<file path="src/hdl/mcd_pkg.sv">
// Shared constants and helpers for the magnetometer calibrate/decimate core.
package mcd_pkg;

  localparam int unsigned AxisW     = 16;
  localparam int unsigned ProdW     = 32;
  localparam int unsigned CfgW      = 48;
  localparam int unsigned CfgIdxW   = 3;
  localparam int unsigned SkipW     = 17;
  localparam int unsigned LimitW    = 16;
  localparam int unsigned SampleDef = 16;

  localparam logic [CfgIdxW-1:0] RegBias  = 3'd0;
  localparam logic [CfgIdxW-1:0] RegSkip  = 3'd1;
  localparam logic [CfgIdxW-1:0] RegNumX  = 3'd2;
  localparam logic [CfgIdxW-1:0] RegNumY  = 3'd3;
  localparam logic [CfgIdxW-1:0] RegNumZ  = 3'd4;
  localparam logic [CfgIdxW-1:0] RegDenX  = 3'd5;
  localparam logic [CfgIdxW-1:0] RegDenY  = 3'd6;
  localparam logic [CfgIdxW-1:0] RegDenZ  = 3'd7;

  // Request to the serial divider.
  typedef struct packed {
    logic                    start;
    logic [ProdW-1:0]        dividend_mag;
    logic [AxisW-1:0]        divisor_mag;
    logic                    negate;
  } div_req_t;

  // Answer from the serial divider.
  typedef struct packed {
    logic                    done;
    logic signed [ProdW-1:0] quotient;
  } div_rsp_t;

  function automatic logic [AxisW-1:0] lane(input logic [CfgW-1:0] pack,
                                            input logic [1:0] k);
    logic [AxisW-1:0] r;
    begin
      unique case (k)
        2'd0:    r = pack[15:0];
        2'd1:    r = pack[31:16];
        default: r = pack[47:32];
      endcase
      return r;
    end
  endfunction

endpackage

</file>
<file path="src/hdl/mcd_div.sv">
// Bit-serial restoring divider, one quotient bit per cycle, signed result.
module mcd_div (
  input  logic              clk_i,
  input  logic              rst_ni,
  input  mcd_pkg::div_req_t req_i,
  output mcd_pkg::div_rsp_t rsp_o
);

  localparam int unsigned PW = mcd_pkg::ProdW;
  localparam int unsigned CntW = $clog2(PW + 1);

  logic [PW-1:0]              quo_q, quo_d;
  logic [mcd_pkg::AxisW:0]    rem_q, rem_d;
  logic [mcd_pkg::AxisW-1:0]  dvs_q, dvs_d;
  logic                       neg_q, neg_d;
  logic [CntW-1:0]            cnt_q, cnt_d;
  logic                       busy_q, busy_d;
  logic                       done_q, done_d;
  logic [mcd_pkg::AxisW:0]    trial;
  logic [mcd_pkg::AxisW+1:0]  diff;

  always_comb begin
    quo_d  = quo_q;
    rem_d  = rem_q;
    dvs_d  = dvs_q;
    neg_d  = neg_q;
    cnt_d  = cnt_q;
    busy_d = busy_q;
    done_d = 1'b0;
    trial  = {rem_q[mcd_pkg::AxisW-1:0], quo_q[PW-1]};
    diff   = {1'b0, trial} - {2'b00, dvs_q};
    if (req_i.start) begin
      quo_d  = req_i.dividend_mag;
      rem_d  = '0;
      dvs_d  = req_i.divisor_mag;
      neg_d  = req_i.negate;
      cnt_d  = CntW'(PW);
      busy_d = 1'b1;
    end else if (busy_q) begin
      if (!diff[mcd_pkg::AxisW+1]) begin
        rem_d = diff[mcd_pkg::AxisW:0];
        quo_d = {quo_q[PW-2:0], 1'b1};
      end else begin
        rem_d = trial;
        quo_d = {quo_q[PW-2:0], 1'b0};
      end
      cnt_d = cnt_q - 1'b1;
      if (cnt_q == CntW'(1)) begin
        busy_d = 1'b0;
        done_d = 1'b1;
      end
    end
  end

  always_ff @(posedge clk_i or negedge rst_ni) begin
    if (!rst_ni) begin
      busy_q <= 1'b0;
      done_q <= 1'b0;
      cnt_q  <= '0;
    end else begin
      busy_q <= busy_d;
      done_q <= done_d;
      cnt_q  <= cnt_d;
    end
  end

  always_ff @(posedge clk_i) begin
    quo_q <= quo_d;
    rem_q <= rem_d;
    dvs_q <= dvs_d;
    neg_q <= neg_d;
  end

  assign rsp_o.done     = done_q;
  assign rsp_o.quotient = neg_q ? -$signed(quo_q) : $signed(quo_q);

endmodule

</file>
<file path="src/hdl/magnetometer_calibrate_decimate_core.sv">
// Top level of the magnetometer calibrate/decimate core.
// One six-byte burst per input item. A skip counter decimates: while it is
// not above skip_limit the item is absorbed with no result. Otherwise the
// core subtracts the biases, then computes nine terms axis*num/den one
// after another on a shared bit-serial divider (one quotient bit per
// cycle, with setup and accumulate states StMul and StOut per term). Zero
// denominators skip the divider. Sums wrap to 16 bits. One item is worked
// at a time; the result sits in an output register until taken. While it
// waits, a burst that only advances the skip counter is still accepted, but
// one that would produce a result waits until the old result is taken.
// Configuration is written through a plain write port; the user must write
// it only while idle, as the block itself does not enforce it.
module magnetometer_calibrate_decimate_core #(
  parameter int unsigned SAMPLE_BITS = mcd_pkg::SampleDef
) (
  input  logic                              clk_i,
  input  logic                              rst_ni,
  input  logic                              cfg_we_i,
  input  logic [mcd_pkg::CfgIdxW-1:0]       cfg_idx_i,
  input  logic [mcd_pkg::CfgW-1:0]          cfg_data_i,
  input  logic                              in_valid_i,
  output logic                              in_ready_o,
  input  logic [7:0]                        x_high_byte_i,
  input  logic [7:0]                        x_low_byte_i,
  input  logic [7:0]                        z_high_byte_i,
  input  logic [7:0]                        z_low_byte_i,
  input  logic [7:0]                        y_high_byte_i,
  input  logic [7:0]                        y_low_byte_i,
  output logic                              out_valid_o,
  input  logic                              out_ready_i,
  output logic signed [mcd_pkg::AxisW-1:0]  field_x_o,
  output logic signed [mcd_pkg::AxisW-1:0]  field_y_o,
  output logic signed [mcd_pkg::AxisW-1:0]  field_z_o
);

  localparam int unsigned AW = mcd_pkg::AxisW;
  localparam int unsigned PW = mcd_pkg::ProdW;

  localparam logic [1:0] StIdle = 2'd0;
  localparam logic [1:0] StMul  = 2'd1;
  localparam logic [1:0] StDiv  = 2'd2;
  localparam logic [1:0] StOut  = 2'd3;

  // configuration
  logic [mcd_pkg::CfgW-1:0]   bias_q;
  logic [mcd_pkg::LimitW-1:0] limit_q;
  logic [mcd_pkg::CfgW-1:0]   num_q [3];
  logic [mcd_pkg::CfgW-1:0]   den_q [3];

  always_ff @(posedge clk_i or negedge rst_ni) begin
    if (!rst_ni) begin
      bias_q  <= '0;
      limit_q <= '0;
      for (int i = 0; i < 3; i++) begin
        num_q[i] <= '0;
        den_q[i] <= '0;
      end
    end else if (cfg_we_i) begin
      unique case (cfg_idx_i)
        mcd_pkg::RegBias: bias_q   <= cfg_data_i;
        mcd_pkg::RegSkip: limit_q  <= cfg_data_i[mcd_pkg::LimitW-1:0];
        mcd_pkg::RegNumX: num_q[0] <= cfg_data_i;
        mcd_pkg::RegNumY: num_q[1] <= cfg_data_i;
        mcd_pkg::RegNumZ: num_q[2] <= cfg_data_i;
        mcd_pkg::RegDenX: den_q[0] <= cfg_data_i;
        mcd_pkg::RegDenY: den_q[1] <= cfg_data_i;
        default:          den_q[2] <= cfg_data_i;
      endcase
    end
  end

  // raw sample: low SAMPLE_BITS of the 16-bit word, sign-extended
  function automatic logic [AW-1:0] raw(input logic [7:0] hi, input logic [7:0] lo);
    logic [AW-1:0] w;
    logic [AW-1:0] r;
    begin
      w = {hi, lo};
      for (int b = 0; b < AW; b++)
        r[b] = (b < SAMPLE_BITS) ? w[b] : w[SAMPLE_BITS-1];
      return r;
    end
  endfunction

  logic [1:0]          st_q, st_d;
  logic [mcd_pkg::SkipW-1:0] skip_q, skip_d;
  logic [AW-1:0]       axis_q [3];
  logic [AW-1:0]       axis_d [3];
  logic [1:0]          row_q, row_d, col_q, col_d;
  logic signed [AW-1:0] acc_q, acc_d;
  logic signed [AW-1:0] res_q [3];
  logic                out_v_q, out_v_d;
  logic signed [PW-1:0] prod_q;
  logic [AW-1:0]       den_cur_q;
  logic signed [AW-1:0] term_q;
  logic                last_term;
  mcd_pkg::div_req_t   dreq;
  mcd_pkg::div_rsp_t   drsp;
  logic                accept, emit;

  mcd_div u_div (.clk_i(clk_i), .rst_ni(rst_ni), .req_i(dreq), .rsp_o(drsp));

  assign in_ready_o = (st_q == StIdle) && (!out_v_q || out_ready_i || skip_q <= {1'b0, limit_q});
  assign accept     = in_valid_i && in_ready_o;
  assign emit       = accept && (skip_q > {1'b0, limit_q});
  assign last_term  = (col_q == 2'd2);

  // bias-corrected axes, taken straight from the burst on the accepting edge
  always_comb begin
    for (int i = 0; i < 3; i++) axis_d[i] = axis_q[i];
    if (emit) begin
      axis_d[0] = raw(x_high_byte_i, x_low_byte_i) - bias_q[15:0];
      axis_d[1] = raw(y_high_byte_i, y_low_byte_i) - bias_q[31:16];
      axis_d[2] = raw(z_high_byte_i, z_low_byte_i) - bias_q[47:32];
    end
  end

  always_comb begin
    dreq.start        = (st_q == StMul) && (den_cur_q != '0);
    dreq.dividend_mag = prod_q[PW-1] ? -prod_q : prod_q;
    dreq.divisor_mag  = den_cur_q[AW-1] ? -den_cur_q : den_cur_q;
    dreq.negate       = prod_q[PW-1] ^ den_cur_q[AW-1];
  end

  always_comb begin
    st_d    = st_q;
    skip_d  = skip_q;
    row_d   = row_q;
    col_d   = col_q;
    acc_d   = acc_q;
    out_v_d = out_v_q && !out_ready_i;
    unique case (st_q)
      StIdle: begin
        if (accept) begin
          if (emit) begin
            skip_d = '0;
            st_d   = StMul;
            row_d  = 2'd0;
            col_d  = 2'd0;
            acc_d  = '0;
          end else begin
            skip_d = skip_q + 1'b1;
          end
        end
      end
      StMul: begin
        if (den_cur_q == '0) begin
          st_d = StOut;
        end else begin
          st_d = StDiv;
        end
      end
      StDiv: begin
        if (drsp.done) st_d = StOut;
      end
      default: begin
        st_d = StMul;
      end
    endcase
    // StOut: accumulate the term, then step to the next or end the item
    if (st_q == StOut) begin
      acc_d = '0;
      col_d = col_q + 1'b1;
      if (last_term) begin
        col_d = 2'd0;
        row_d = row_q + 1'b1;
        if (row_q == 2'd2) begin
          st_d    = StIdle;
          out_v_d = 1'b1;
        end
      end else begin
        acc_d = acc_q + term_q;
      end
    end
  end

  // term captured when the divider finishes or skipped as zero
  always_ff @(posedge clk_i) begin
    if (st_q == StMul && den_cur_q == '0) term_q <= '0;
    else if (drsp.done) term_q <= drsp.quotient[AW-1:0];
  end

  always_ff @(posedge clk_i or negedge rst_ni) begin
    if (!rst_ni) begin
      st_q    <= StIdle;
      skip_q  <= '0;
      out_v_q <= 1'b0;
      row_q   <= '0;
      col_q   <= '0;
    end else begin
      st_q    <= st_d;
      skip_q  <= skip_d;
      out_v_q <= out_v_d;
      row_q   <= row_d;
      col_q   <= col_d;
    end
  end

  always_ff @(posedge clk_i) begin
    acc_q <= acc_d;
    for (int i = 0; i < 3; i++) axis_q[i] <= axis_d[i];
    // product registered ahead of the divider
    if (st_d == StMul) begin
      prod_q    <= $signed(axis_d[col_d]) * $signed(mcd_pkg::lane(num_q[row_d], col_d));
      den_cur_q <= mcd_pkg::lane(den_q[row_d], col_d);
    end
    if (st_q == StOut && last_term) res_q[row_q] <= acc_q + term_q;
  end

  assign out_valid_o = out_v_q;
  assign field_x_o   = res_q[0];
  assign field_y_o   = res_q[1];
  assign field_z_o   = res_q[2];

endmodule

</file>
<file path="config.mk">
export PLATFORM = sky130hd
export DESIGN_NAME = magnetometer_calibrate_decimate_core
export DESIGN_NICKNAME = d
export VERILOG_FILES = /design/src/hdl/mcd_pkg.sv /design/src/hdl/mcd_div.sv /design/src/hdl/magnetometer_calibrate_decimate_core.sv
export SDC_FILE = /design/constraint.sdc
export NUM_CORES = 2
export LEC_CHECK = 0
export ABC_AREA = 1
export BUFFER_PORTS_ARGS = -buffer_cell sky130_fd_sc_hd__buf_2
export CORE_ASPECT_RATIO = 2
export CORE_MARGIN = 4
export CORE_UTILIZATION = 59
export DETAILED_ROUTE_END_ITERATION = 10
export GPL_TIMING_DRIVEN = 0
export PLACE_DENSITY = 0.77
export SYNTH_ARGS = -nofsm -noshare
export SYNTH_HDL_FRONTEND = slang
export SYNTH_SLANG_ARGS = --single-unit
</file>
<file path="constraint.sdc">
create_clock -name clk_i -period 9.1 [get_ports clk_i]
set_input_delay 0.91 -clock clk_i [delete_from_list [all_inputs] [get_ports clk_i]]
set_output_delay 0.91 -clock clk_i [all_outputs]
set_load 0.01 [all_outputs]
</file>
**Word level (Yosys, flattened, before mapping)**

Memory sizes are Yosys's and may differ from the RTL's.
Index checks and enable logic that the tools add are counted.

- Register bits: 529
- Bits in latches: 0
- Bits in writable memories: 96
- ROM bits: 0
- Memories: 2

Memories:

| name | words | bits a word | read ports | clocked after memory_dff | wr ports | line | RTL |
|---|---|---|---|---|---|---|---|
| axis_q | 3 | 16 | 3 | 0 | 3 | magnetometer_calibrate_decimate_core.sv:86 | `logic [AW-1:0] axis_q [3];` |
| res_q | 3 | 16 | 3 | 0 | 1 | magnetometer_calibrate_decimate_core.sv:90 | `logic signed [AW-1:0] res_q [3];` |

- Add/sub/neg operators: 12
- Multipliers: 1
- Div/mod/pow operators: 0
- Magnitude comparators: 4
- Equal/unequal tests: 14
- Shift-type cells: 0
- Mux-type cells: 57
- Bitwise operators: 4
- Reduce and logical (&&, ||, !) cells: 31

Operators with widths:

| cell | number |
|---|---|
| 48-bit two-way mux | 5 |
| 48-bit binary-select mux with 2-bit select | 2 |
| 16-bit two-way mux | 10 |
| 32-bit two-way mux | 3 |
| 16-bit case mux with 2 select lines | 2 |
| 16-bit subtractor | 3 |
| 16-bit binary-select mux with 2-bit select | 1 |
| 16-bit by 16-bit multiplier with 32-bit output | 1 |
| 2-bit two-way mux | 16 |
| 16-bit negator | 2 |
| 32-bit negator | 1 |
| 2-bit AND reduction | 9 |
| 17-bit by 16-bit subtractor with 18-bit output | 1 |
| 17-bit by 1-bit adder with 17-bit output, second input constant | 1 |
| 17-bit by 16-bit > comparator with 1-bit output | 1 |
| 17-bit by 16-bit less-or-equal comparator with 1-bit output | 1 |
| 17-bit two-way mux | 1 |
| 16-bit adder | 1 |
| 16-bit zero test | 1 |
| 16-bit nonzero test | 1 |
| 15-bit two-way mux | 1 |
| 1-bit two-way mux | 13 |
| 6-bit two-way mux | 2 |
| 3-bit equality test, second input constant | 3 |
| other kinds (20) | 41 |

**Depth between registers and ports, before layout**

- Depth in word-level cells: 18
- Depth in mapped cells: 49
- Depth with buffers taken out: 47

**Hierarchy**

From an unflattened synthesis, not the netlist that was laid out.

- Cell total of the unflattened synthesis: 5291
- Area, all modules: 43090.1 um^2

Modules (own cells, without submodules):

| module | instances | cells each | area an instance (um^2) |
|---|---|---|---|
| magnetometer_calibrate_decimate_core | 1 | 4622 | 38064.0 |
| mcd_div | 1 | 669 | 5026.1 |

**Worst setup path after synthesis**

OpenSTA, ideal clock, no wires.

- Kind: input port to flip-flop
- From: in y_low_byte_i[0]
- To: reg prod_q[31] (data pin)
- Data arrival time: 7576 ps
- Required time: 8838 ps
- Slack: 1262 ps
- Stages: 37
- Buffers on the path: 0
- Cells stage by stage: inv_1 > ha_1 > fa_1 > o21ai_0 > a21oi_1 > o21ai_0 > xnor2_1 > nand2_1 > nand2_1 > nand2_1 > nand2_1 > nor2_4 > inv_1 > nor2_1 > fa_1 > inv_1 > fa_1 > inv_1 > fa_1 > inv_1 > fa_1 > inv_1 > fa_1 > inv_1 > fa_1 > inv_1 > ha_1 > nand2_1 > nor2_1 > nor2_1 > o221ai_1 > a21oi_1 > o21ai_0 > nand2_1 > nand2_1 > a21oi_1 > xor2_1

- Longest elaborated chain between the ends: 6

Ends and longest elaborated chain:

| what | line | RTL |
|---|---|---|
| start: declaration | magnetometer_calibrate_decimate_core.sv:28 | `input logic [7:0] y_low_byte_i,` |
| 16-bit subtractor | magnetometer_calibrate_decimate_core.sv:112 | `axis_d[1] = raw(y_high_byte_i, y_low_byte_i) - bias_q[31:16];` |
| 48-bit two-way mux | magnetometer_calibrate_decimate_core.sv:110 | `if (emit) begin` |
| 16-bit binary-select mux with 2-bit select | magnetometer_calibrate_decimate_core.sv:203 | `prod_q <= $signed(axis_d[col_d]) * $signed(mcd_pkg::lane(num_q[row_d], col_d));` |
| 16-bit two-way mux (implied by the code) (2 in a row) | magnetometer_calibrate_decimate_core.sv:203 |  |
| 16-bit by 16-bit multiplier with 32-bit output | magnetometer_calibrate_decimate_core.sv:203 |  |
| end signal: assignment | magnetometer_calibrate_decimate_core.sv:203 |  |
| end: declaration | magnetometer_calibrate_decimate_core.sv:92 | `logic signed [PW-1:0] prod_q;` |

Every way passes these cells. The select of a mux whose other input is x is not followed.
A chain may end at the register's enable or synchronous reset.

**Worst setup path in the final report**

- From: reg skip_q[10] (netlist name)
- To: reg prod_q[26] (data pin)

- Longest elaborated chain between the ends: 17
- Elaborated cells between the ends (all ways): 29
- Those cells by class: mul: 1; order compare: 2; eq/ne: 1; mux: 18; bitwise: 2; reduce/logical: 5

Ends and longest elaborated chain:

| what | line | RTL |
|---|---|---|
| start: declaration | magnetometer_calibrate_decimate_core.sv:85 | `logic [mcd_pkg::SkipW-1:0] skip_q, skip_d;` |
| start signal: assignment | magnetometer_calibrate_decimate_core.sv:191 | `skip_q <= skip_d;` |
| 17-bit by 16-bit less-or-equal comparator with 1-bit output | magnetometer_calibrate_decimate_core.sv:102 | `assign in_ready_o = (st_q == StIdle) && (!out_v_q \|\| out_ready_i \|\| skip_q <= {1'b0, limit_q});` |
| 1-bit logical OR | magnetometer_calibrate_decimate_core.sv:102 |  |
| 1-bit logical AND | magnetometer_calibrate_decimate_core.sv:102 |  |
| 1-bit logical AND | magnetometer_calibrate_decimate_core.sv:103 | `assign accept = in_valid_i && in_ready_o;` |
| 1-bit logical AND | magnetometer_calibrate_decimate_core.sv:104 | `assign emit = accept && (skip_q > {1'b0, limit_q});` |
| 2-bit two-way mux | magnetometer_calibrate_decimate_core.sv:134 | `if (emit) begin` |
| 2-bit two-way mux | magnetometer_calibrate_decimate_core.sv:133 | `if (accept) begin` |
| 2-bit two-way mux | magnetometer_calibrate_decimate_core.sv:131 | `unique case (st_q)` |
| 2-bit two-way mux | magnetometer_calibrate_decimate_core.sv:163 | `if (last_term) begin` |
| 2-bit two-way mux | magnetometer_calibrate_decimate_core.sv:160 | `if (st_q == StOut) begin` |
| 2-bit inverter with 3-bit output (implied by the code) | magnetometer_calibrate_decimate_core.sv:203 |  |
| 48-bit binary-select mux with 2-bit select | magnetometer_calibrate_decimate_core.sv:203 |  |
| 48-bit two-way mux (implied by the code) (2 in a row) | magnetometer_calibrate_decimate_core.sv:203 |  |
| 16-bit case mux with 2 select lines | mcd_pkg.sv:39 | `unique case (k)` |
| 16-bit two-way mux | magnetometer_calibrate_decimate_core.sv:202 | `if (st_d == StMul) begin` |
| 16-bit by 16-bit multiplier with 32-bit output * | magnetometer_calibrate_decimate_core.sv:203 |  |

Every way passes the cells marked *; elsewhere a longest branch is shown, timed or not. The select of a mux whose other input is x is not followed.

==> summary.md <==
| Metric | Value |
|---|---|
| Synth cell types | `59` |
| Latest clock arrival within the worst-skew pair | `0.68 ns` |
| Crit. End Element | `register` |
| Nets@finish | `5648` |
| RD Place Congestion | `1.03` |
| Worst r2r src | `skip_q[10]$_DFFE_PN0P_` |
| Initial antenna violation count | `6` |
| Yosys reg bits | `625` |
| WL/cell | `22.6 um` |
| Area leader, netlist | `dfrtp_1` |
| Count leader, synth | `nand2_1` |
| CTS HTree Levels | `2` |
| Kind of critical path | `reg -> reg` |
| Status | `complete, no violations` |
| Synth top area share | `0.233` |
| Max-capacitance violation count | `0` |
| Row count | `136` |
| Seq/Total Area, Yosys | `0.389` |
| Residual DRC | `0` |
| Slew Viols, Final | `0` |
| Slew headroom | `0.358` |
| Core region area | `69100 sq um` |
| CTS tree | `yes` |
| Slew @ Worst Pin | `0.956 ns` |
| Register-to-register path setup slack | `0.30 ns` |
| Vias per std cell | `5.87` |
| Maximum clock rate | `114 MHz` |
| Largest cells by area after synthesis | `dfrtp_1, fa_1, edfxtp_1` |
| Syn. warnings | `0` |
| Num CTS Buffers | `53` |
| HPWL Detailed | `108000 um` |
| Main synth FF type | `dfrtp_1` |
| Die height | `382 um` |
| CP max FO | `10` |
| First-pass GRT wire length | `206000 um` |
| Clock Pin Slew Worst Setup and Hold Paths | `0.07 ns` |
| CP startpoint | `skip_q[10]$_DFFE_PN0P_` |
| Setup TNS | `0 ns` |
| Mapped Nets | `5404` |
| Area growth from synthesis to layout | `10.9%` |
| DRT Pass-1 Iters | `5` |
| Initial Utilization | `0.597` |
| Top cell by count, worst path | `nand2_1` |
| Slowest CP cell | `fa_1` |
| Routed via count | `35500` |
| Worst setup path end | `prod_q[26]$_DFFE_PN_` |
| Final std cells w/o fill | `6036` |
| Period minus WS final | `8.80 ns` |
| Vias in the first global route | `36400` |
| Synth cell count leaders | `nand2_1, inv_1, o21ai_0` |
| Skew final | `0.0581 ns` |
| I/O Buffers | `153` |
| Pin count of the biggest net entering global routing | `123` |
| Layout cells sized above 1 | `0.0993` |
| Final period util | `0.967` |
| Remaining antenna violation count | `0` |
| Arr. time, crit path | `9.19 ns` |
| Worst Path Required | `9.49 ns` |
| Avg Cell Area, Syn | `8.52 sq um` |
| Clk buf depth | `3` |
| Number of synthesized flops with an enable pin | `161` |
| Final Routed Wirelength | `137000 um` |
| Final hold vios | `0` |
| R2r endpoint | `prod_q[26]$_DFFE_PN_` |
| Crit-path max cell delay | `0.61 ns` |
| DRT iter0 DRCs | `2765` |
| Element type at the critical path start | `register` |
| Min-Delay Path Class | `in -> async` |
| Root buf cell | `clkbuf_16` |
| R2R cell count | `39` |
| Die ar. | `74500 sq um` |
| # IOs | `154` |
| Fillers | `5954` |
| Grt ovf | `0` |
| Asr flop ratio synth | `0.614` |
| Clk sink count | `625` |
| Placed Instances | `5902` |
| Die width | `195 um` |
| Total GRT Usage | `0.363` |
| Synth Cell Area | `41300 sq um` |
| Mapped Cells | `4845` |
| Final setup fails | `0` |
metrics by stage:
stage          hold slack, ns   util  instance area, sq um  setup slack (ns)
6_report                0.150  0.662                 45700             0.300
5_1_grt                 0.179  0.662                 45700          -0.00912
4_1_cts                 0.158  0.655                 45200          0.000284
3_5_place_dp            0.442  0.627                 43300            -0.386
3_3_place_gp            0.440  0.625                 43200            -0.430
2_1_floorplan           0.423      -                 41300              1.26
layout make-up:
type	count	area [sq um]	area share
antenna	5	12.5	0.000273
clock buffer	63	1430	0.0312
timing repair buffer	189	1190	0.0259
multi-input combinational	3303	21700	0.475
sequential	625	16000	0.351
tap	897	1120	0.0245
buffer	198	1060	0.0232
inverter	719	2710	0.0593
clock inverter	37	432	0.00944
how the worst min path moves through the flow:
| stage | endpoint | slack, ns | startpoint | cells past startpoint |
|---|---|---|---|---|
| 5_1_grt | den_q[1]$_DFFE_PN0P_ | 0.18 | rst_ni | 1 |
| 3_5_place_dp | axis_q[0][33]$_DFF_P_ | 0.44 | axis_q[0][33]$_DFF_P_ | 2 |
| 2_1_floorplan | axis_q[0][33]$_DFF_P_ | 0.42 | axis_q[0][33]$_DFF_P_ | 2 |
| 4_1_cts | den_q[1]$_DFFE_PN0P_ | 0.16 | rst_ni | 1 |
| 3_3_place_gp | axis_q[0][33]$_DFF_P_ | 0.44 | axis_q[0][33]$_DFF_P_ | 2 |
| 6_report | den_q[1]$_DFFE_PN0P_ | 0.15 | rst_ni | 1 |
kinds of logic after synthesis:
family                     Yosys count  synth area share
muxes                                1          0.000333
AOI/OAI and AO/OA                  888             0.113
xor gates and xnor gates           157            0.0333
buffers and inverters              917            0.0900
adders and majority gates          455             0.187
DFF                                625             0.389
and+or+nand+nor                   1802             0.188
worst max-delay path: cells and delay by family (launching register included):
kind	cells	cell delay, ns
AO/OA/AOI/OAI	4	0.62
buffers and inverters	8	1.41
flip-flops	1	0.46
AND/OR/NAND/NOR	19	2.19
adder cells (fa/ha/maj)	8	3.81
routing by layer:
| metal | global-route usage | part of all wire |
|---|---|---|
| met1 | 0.363 | 0.31 |
| met2 | 0.644 | 0.51 |
| met3 | 0.0559 | 0.063 |
| met4 | 0.323 | 0.12 |
| met5 | 0 | 0 |
cells in the final DEF, fill, tap and decap left out, types with 97 or more instances in the layout:
cell,netlist,routed
a21oi_1,217,210
inv_1,698,695
fa_1,267,265
xor2_1,97,97
o21ai_0,573,565
ha_1,188,182
nand2_1,1005,999
nand3_1,169,158
nor2_1,349,342
clkbuf_1,99,101
dfrtp_1,384,384
nand4_1,110,110
buf_2,51,194
edfxtp_1,161,161
state kept, by name, summed over array words and instances, names as in the netlist:
register,cells
bias_q,48
u_div.rem_q,16
limit_q,16
num_q,144
skip_q,17
axis_q,48
den_cur_q,16
res_q,48
prod_q,32
out_valid_o,1
acc_q,16
st_q,2
u_div.dvs_q,16
u_div.busy_q,1
term_q,16
u_div.done_q,1
row_q,2
u_div.quo_q,32
u_div.neg_q,1
den_q,144
col_q,2
u_div.cnt_q,6
timing repair:
| item | 4_1_cts | 5_1_grt |
|---|---|---|
| pin swaps | 1 | 19 |
| setup endpoints to repair | 9 | 14 |
| gates resized for setup | 14 | 70 |
| buffers inserted | 3 | 25 |
| cloned | 0 | 0 |
| hold buffers | 0 | 0 |
Power is left out: the tool's default activity adds up to more than one toggle a clock period on the data nets, which glitch-free logic cannot reach.
